===== src/rtl/brfr_wrap_add.sv =====
// Shared pointer adder: (a + b) modulo DEPTH, with a and b below DEPTH.
// Standalone; used by the top level for every pointer and address step.
module brfr_wrap_add #(
	parameter int unsigned DEPTH = 4096,
	parameter int unsigned PW    = 12
) (
	input  logic [PW-1:0] a,
	input  logic [PW-1:0] b,
	output logic [PW-1:0] sum
);
	logic [PW:0] raw;

	always_comb begin
		raw = {1'b0, a} + {1'b0, b};
		if (raw >= (PW+1)'(DEPTH)) begin
			raw = raw - (PW+1)'(DEPTH);
		end
		sum = raw[PW-1:0];
	end
endmodule


===== config.mk =====
export PLATFORM = sky130hd
export DESIGN_NAME = brfr_wrap_add
export DESIGN_NICKNAME = d
export VERILOG_FILES = /design/src/rtl/brfr_wrap_add.sv
export SDC_FILE = /design/constraint.sdc
export NUM_CORES = 1
export LEC_CHECK = 0
export BUFFER_PORTS_ARGS = -buffer_cell sky130_fd_sc_hd__buf_4
export CORE_AREA = 2 2 39 41
export DETAILED_ROUTE_END_ITERATION = 16
export DIE_AREA = 0 0 41 43
export PLACE_DENSITY = 0.8
export RECOVER_POWER = 25
export SYNTH_ARGS = -nofsm -noshare
export SYNTH_HDL_FRONTEND = slang
export SYNTH_SLANG_ARGS = --single-unit

===== constraint.sdc =====
create_clock -name vclk -period 1.7
set_input_delay 0.085 -clock vclk [all_inputs]
set_output_delay 0.085 -clock vclk [all_outputs]
set_load 0.05 [all_outputs]

Word-level counts from Yosys, hierarchy flattened --
Cells that the tools add are included.
Storage, ports and cells: register bits 0, bits in latches 0, memory bits (writable) 0, bits in read-only memories 0, input port bits 24, output and inout port bits 12, word-level logic and storage cells 4, memories kept 0
Cells by class: add/subtract/negate cells 2, $mul 0, div/mod/pow operators 0, magnitude comparators 1, eq/ne operators 0, shift operators 0, multiplexer cells 1, bitwise operators 0, reduce and logical (&&, ||, !) cells 0
Operator list (count):
- adder 12 x 12 -> 13 bit | 1
- greater-or-equal comparator 13 bit, second input constant | 1
- two-way mux 12 bit | 1
- subtractor 12 x 1 -> 12 bit, second input constant | 1

Longest topological paths before layout --
Gate-level depths: netlist (run 1).
depth in word-level cells 3, gate-level depth with buffers 7, depth with buffers taken out 7

Least setup slack after synthesis (run 1) --
Ideal clock, no wire load.
kind input to output, start point input port a[0], end point output port sum[8], data arrival time 2.347 ns, data required time 1.615 ns, setup slack -0.732 ns, stages on the path 7, path buffers 0, cell sequence ha_1 fa_1 a211oi_1 o21bai_1 a2111oi_0 nor3_1 xor2_1
Between the ends: cells in the longest elaborated chain, start to end 3, elaborated cells between the ends (all ways) 4, those cells by class 2 x add/sub; 1 x order compare; 1 x mux
RTL lines:
- from (decl) | RTL line 7 | input logic [PW-1:0] a,
- adder 12 x 12 -> 13 bit * | RTL line 14 | raw = {1'b0, a} + {1'b0, b};
- subtractor 12 x 1 -> 12 bit or greater-or-equal comparator 13 bit (tied branches) | RTL line 16, 15
- two-way mux 12 bit * | RTL line 15 | if (raw >= (PW+1)'(DEPTH)) begin
- to (decl) | RTL line 9 | output logic [PW-1:0] sum
Every way passes the cells marked *; elsewhere a longest branch is shown, timed or not.

Final worst setup path (run 1) --
start point input port b[0], end point output port sum[8]
Between the ends: cells in the longest elaborated chain, start to end 3, elaborated cells between the ends (all ways) 4, those cells by class 2 x add/sub; 1 x order compare; 1 x mux
RTL lines:
- from (decl) | RTL line 8 | input logic [PW-1:0] b,
- adder 12 x 12 -> 13 bit * | RTL line 14
- subtractor 12 x 1 -> 12 bit or greater-or-equal comparator 13 bit (tied branches) | RTL line 16, 15
- two-way mux 12 bit * | RTL line 15
Marks and branches as above.

==> reports/qor.yml, run 1 <==
status: "complete, but fails checks"
violations: "negative setup slack"
dieArea_um2: 1760
swShare_pct: 55.7
setup_tns_ns: -0.344
power.density_nw_per_um2: 635
fin_hold_ws_ns: 0.649
clock_power_share_pct: 0
p_seq_share_pct: 0
drv.max_cap_violation_count: 0
antenna_found_initial: 0
area_growth_pct: 124
final_cell_mix: "buf_4, buf_6, a21oi_1, ha_1, ha_4"
rsz0062_at_grt: "yes"
register_area_um2: 0
track_usage_pct: 21.4
final_nets: 150
pwr-share-comb_pct: 100.0
fp.coreArea_um2: 1380
syn_avg_cell_area_um2: 8.53
pin_count: 36
stdcell_area_um2: 1130
overflow: 0
die_h_um: 43
postPlaceCellArea_um2: 1020
cp_top_family: "compound AO/OA/AOI/OAI gates"
crit_buf_inv: 2
dp_hpwl_mm: 1.51
place_congestion: 0.731
ys_warn_count: 0
leakagePower_nw: 0.515
synth.distinct_cells: 25
grt_pass1_wl_mm: 2.74
hold_end: "sum[11]"
max_freq_mhz: 536
endpoint_kind: "primary output"
grt_max_degree: 6
rows: 14
critPathKind: "in -> out"
cts_hold_buf: 0
worst_pin_slew_ns: 0.602
grt_pass1_vias: 740
clock_buffers: 0
worst_hold_path.num_cells: 4
setup_viol: 4
crit_slowest_cell: "a2111oi_2"
netSwitchingPower_mw: 0.399
arrival_ns: 1.78
wl_per_cell_um: 13.5
die_w_um: 41
antennaDiodeCount: 0
cp-start-kind: "primary input"
worstPathRequired_ns: 1.62
syn_inst: 59
hold_path_class: "in -> out"
drv_slew: 0
portBuffers: 36
cp_max_fo: 2
intPower_mw: 0.317
start_util_pct: 36.3
hold_start: "a[11]"
route.detailed.drc: 0
finalHoldViolations: 0
viasPerCell: 5.34
mostFrequentLayoutCell: "buf_4"
dr.pass1.iters: 4
crit_chain: "buf_6 > ha_4 > fa_2 > a211oi_2 > o21bai_1 > a2111oi_2 > nor3_2 > xor2_2 > buf_6"
synth_area_um2: 503
wirelength_mm: 1.73
finalCriticalPeriod_ns: 1.87
ir_worst_vdd_mv: 0.483
num_vias: 684
n_fill_cell: 93
yosysSeqAreaShare_pct: 0
fin_crit_sh_pct: 110
ant_nets: 0
max_stage_delay_ns: 0.36
relSlewSlack_pct: 60.0
fin_ws_ns: -0.167
seq_cell_count: 0
cpMostUsedCell: "buf_6"
first_iter_violations: 6
synth_nets: 95
drive_gt1_share_pct: 66.1
==> routing by layer <==
| metal | track usage, % | share of wire [%] | vias to the layer above |
|---|---|---|---|
| met5 | 0 | 0 | - |
| met4 | 4.67 | 1.3 | 0 |
| met3 | 1.57 | 6.3 | 2 |
| met2 | 46.6 | 61 | 25 |
| met1 | 17.5 | 31 | 323 |
| li1 | - | - | 334 |
==> logic make-up (layout without fill, tap and decap cells) <==
kind of cell | after synthesis | count (layout) | synth area share [%]
xor+xnor | 11 | 11 | 19.2
compound gates | 21 | 21 | 32.6
buf+inv | 1 | 54 | 0.746
simple gates | 14 | 14 | 16.2
fa+ha+maj | 12 | 12 | 31.3
==> power groups by stage <==
stage                     Clock (mW)  Combinational [mW]  Sequential [mW]
after CTS                          0               0.707                0
after floorplan                    0               0.447                0
after global routing               0               0.753                0
after global placement             0               0.649                0
after detailed placement           0               0.663                0
final                              0               0.715                0
==> cell usage after synthesis (2+ instances only) <==
cell	count	area share, %
xnor2_1	7	12
a21oi_1	8	8.0
and2_1	2	2.5
ha_1	11	27
nand4_1	3	3.7
nor2_1	2	1.5
xor2_1	4	7.0
nor3_1	2	2.0
a21o_1	3	4.5
o21ai_0	2	2.0
==> metrics by stage <==
stage	instances	power [mW]	util [%]	setup slack, ns
floorplan	59	0.447	-	-0.272
global placement	125	0.649	74.1	-0.299
detailed placement	125	0.663	74.1	-0.357
CTS	128	0.707	80.7	-0.287
global route	128	0.753	81.5	-0.228
finish	128	0.715	81.5	-0.167
==> worst max path at each step <==
stage              to  start  depth (start not counted)
2_1_floorplan  sum[8]   a[0]                          7
6_report       sum[8]   b[0]                          9
5_1_grt        sum[8]   b[0]                          9
3_5_place_dp   sum[8]   a[0]                          9
3_3_place_gp   sum[8]   a[0]                          9
4_1_cts        sum[8]   b[0]                          9
==> timing repair <==
item / in CTS / in global routing
setup endpoints to repair: 6 / 7
gates cloned: 0 / 0
buffers inserted: 3 / 0
resized for setup: 16 / 3
pin swaps: 14 / 9
==> layout make-up <==
cell class,count,area [µm²],area share [%]
Multi-Input combinational cell,58,657,58.3
Tap cell,16,20.0,1.78
Timing Repair Buffer,54,450,40.0
No activity file was read; power rests on OpenSTA's default activity.
==> inputs of run 2 (changes only) <==
--- a/config.mk
+++ b/config.mk
@@ -11,3 +11,4 @@
 export DIE_AREA = 0 0 41 43
-export PLACE_DENSITY = 0.8
+export GPL_TIMING_DRIVEN = 0
+export PLACE_DENSITY = 0.77
 export RECOVER_POWER = 25
==> constraint.sdc (replaced) <==
create_clock -name vclk -period 2.04
set_input_delay 0.408 -clock vclk [all_inputs]
set_output_delay 0.408 -clock vclk [all_outputs]
set_load 0.05 [all_outputs]
==> reports/qor.yml, run 2 (synthesized netlist as in run 1, its figures left out) <==
ant_nets: 0  # unchanged
die_w_um: 41  # unchanged
violations: "negative setup slack"  # unchanged
finalCriticalPeriod_ns: 2.61
relSlewSlack_pct: 56.8  # was 60.0%
start_util_pct: 36.3  # unchanged
dp_slack_ns: -0.707  # was -0.357 ns
area_growth_pct: 146  # was 124%
netSwitchingPower_mw: 0.366  # was 0.399 mW
num_vias: 661  # was 684
endpoint_kind: "primary output"  # unchanged
dpl.cell_count: 111  # was 125
dr.pass1.iters: 4  # unchanged
route.detailed.drc: 0  # unchanged
clock_power_share_pct: 0  # about the same
register_area_um2: 0  # unchanged
worst_pin_slew_ns: 0.651  # was 0.602 ns
first_iter_violations: 4  # was 6
antennaDiodeCount: 0  # unchanged
grt_pass1_wl_mm: 2.86  # was 2.74 mm
worst_hold_path.num_cells: 3  # was 4
leakagePower_nw: 0.538  # was 0.515 nW
n_fill_cell: 70  # was 93
max_freq_mhz: 384
intPower_mw: 0.295  # was 0.317 mW
critPathKind: "in -> out"  # unchanged
multiInputGateArea_um2: 773  # was 657 µm²
pin_count: 36  # unchanged
portBuffers: 36  # unchanged
fp.coreArea_um2: 1380  # unchanged
rsz0062_at_grt: "yes"  # unchanged
pwr-share-comb_pct: 100.0  # about the same
hold_path_class: "in -> out"  # unchanged
p_seq_share_pct: 0  # about the same
finalHoldViolations: 0  # unchanged
mostFrequentLayoutCell: "buf_4"  # unchanged
swShare_pct: 55.3  # was 55.7%
drv_slew: 0  # unchanged
cts_hold_buf: 0  # unchanged
final_cell_mix: "buf_4, buf_6, a21oi_1, ha_4, ha_1"  # was buf_4, buf_6, a21oi_1, ha_1, ha_4
cp_max_fo: 2  # unchanged
rows: 14  # unchanged
grt_max_degree: 8  # was 6
status: "complete, but fails checks"  # unchanged
fin_ws_ns: -0.567  # was -0.167 ns
wl_per_cell_um: 16.2  # was 13.5 µm
worstPathRequired_ns: 1.63  # was 1.62 ns
seq_cell_count: 0  # unchanged
power.density_nw_per_um2: 536  # was 635 nW/µm²
dp_hpwl_mm: 1.23  # was 1.51 mm
drive_gt1_share_pct: 72.0  # was 66.1%
finalNonFillerCells: 123  # was 128
place_congestion: 0.679  # was 0.731
overflow: 0  # unchanged
drv.max_cap_violation_count: 0  # unchanged
dieArea_um2: 1760  # unchanged
clock_buffers: 0  # unchanged
viasPerCell: 5.37  # was 5.34
wirelength_mm: 2.00  # was 1.73 mm
final_nets: 145  # was 150
fin_crit_sh_pct: 128
cp-start-kind: "primary input"  # unchanged
antenna_found_initial: 0  # unchanged
track_usage_pct: 22.5  # was 21.4%
ir_worst_vdd_mv: 0.403  # was 0.483 mV
arrival_ns: 2.20  # was 1.78 ns
grt_pass1_vias: 752  # was 740
die_h_um: 43  # unchanged
setup_viol: 9  # was 4
## run 2: timing repair
| action | CTS | global route |
|---|---|---|
| resized for setup | 23 | 13 |
| pin swaps | 20 | 10 |
| setup endpoints to repair | 8 | 9 |
| buffers inserted | 11 | 5 |
## run 2: area by class of cell
cell class         count  share of cell area (%)
well taps             16                    1.62
multi-input cells     58                    62.6
repair buffers        48                    34.7
plain buffers          1                    1.11
## run 2: through the flow
step	power, mW	hold slack (ns)	instance area [µm²]	setup TNS, ns	utilization [%]
2_1_floorplan	0.411	1.01	708	-1.66	-
3_3_place_gp	0.540	1.19	998	-3.44	72.2
3_5_place_dp	0.547	1.20	998	-3.62	72.2
4_1_cts	0.630	1.18	1180	-3.71	85.4
5_1_grt	0.695	1.32	1230	-3.91	89.2
6_report	0.662	1.29	1230	-3.38	89.2
## run 2: final timing paths
check / endpoint / slack, ns / start
max: sum[8] / -0.57 / b[0]
min: sum[1] / 1.29 / a[1]
## run 2: worst max-delay path, stage by stage
cell and delay [ns]:
buf_6 0.10, ha_4 0.15, fa_2 0.37, a211oi_4 0.25
o21bai_2 0.14, a2111oi_4 0.32, nor3_2 0.11, xor2_2 0.16
buf_6 0.18
## run 2: routing by layer
layer  routed length [µm]  global-route usage, %  up-vias  part of all wire (%)
met1                  616                   22.3      313                    31
met2                 1280                   47.2       23                    64
met4                    0                   1.33        0                     0
met5                    0                      0        -                     0
met3                   98                   1.05        0                   4.9
li1                     -                      -      325                     -
## run 2: power groups by stage
| stage | Combinational, mW | Sequential [mW] | Clock (mW) |
|---|---|---|---|
| after floorplan | 0.411 | 0 | 0 |
| after global placement | 0.539 | 0 | 0 |
| after detailed placement | 0.547 | 0 | 0 |
| after CTS | 0.630 | 0 | 0 |
| after global routing | 0.695 | 0 | 0 |
| final | 0.662 | 0 | 0 |
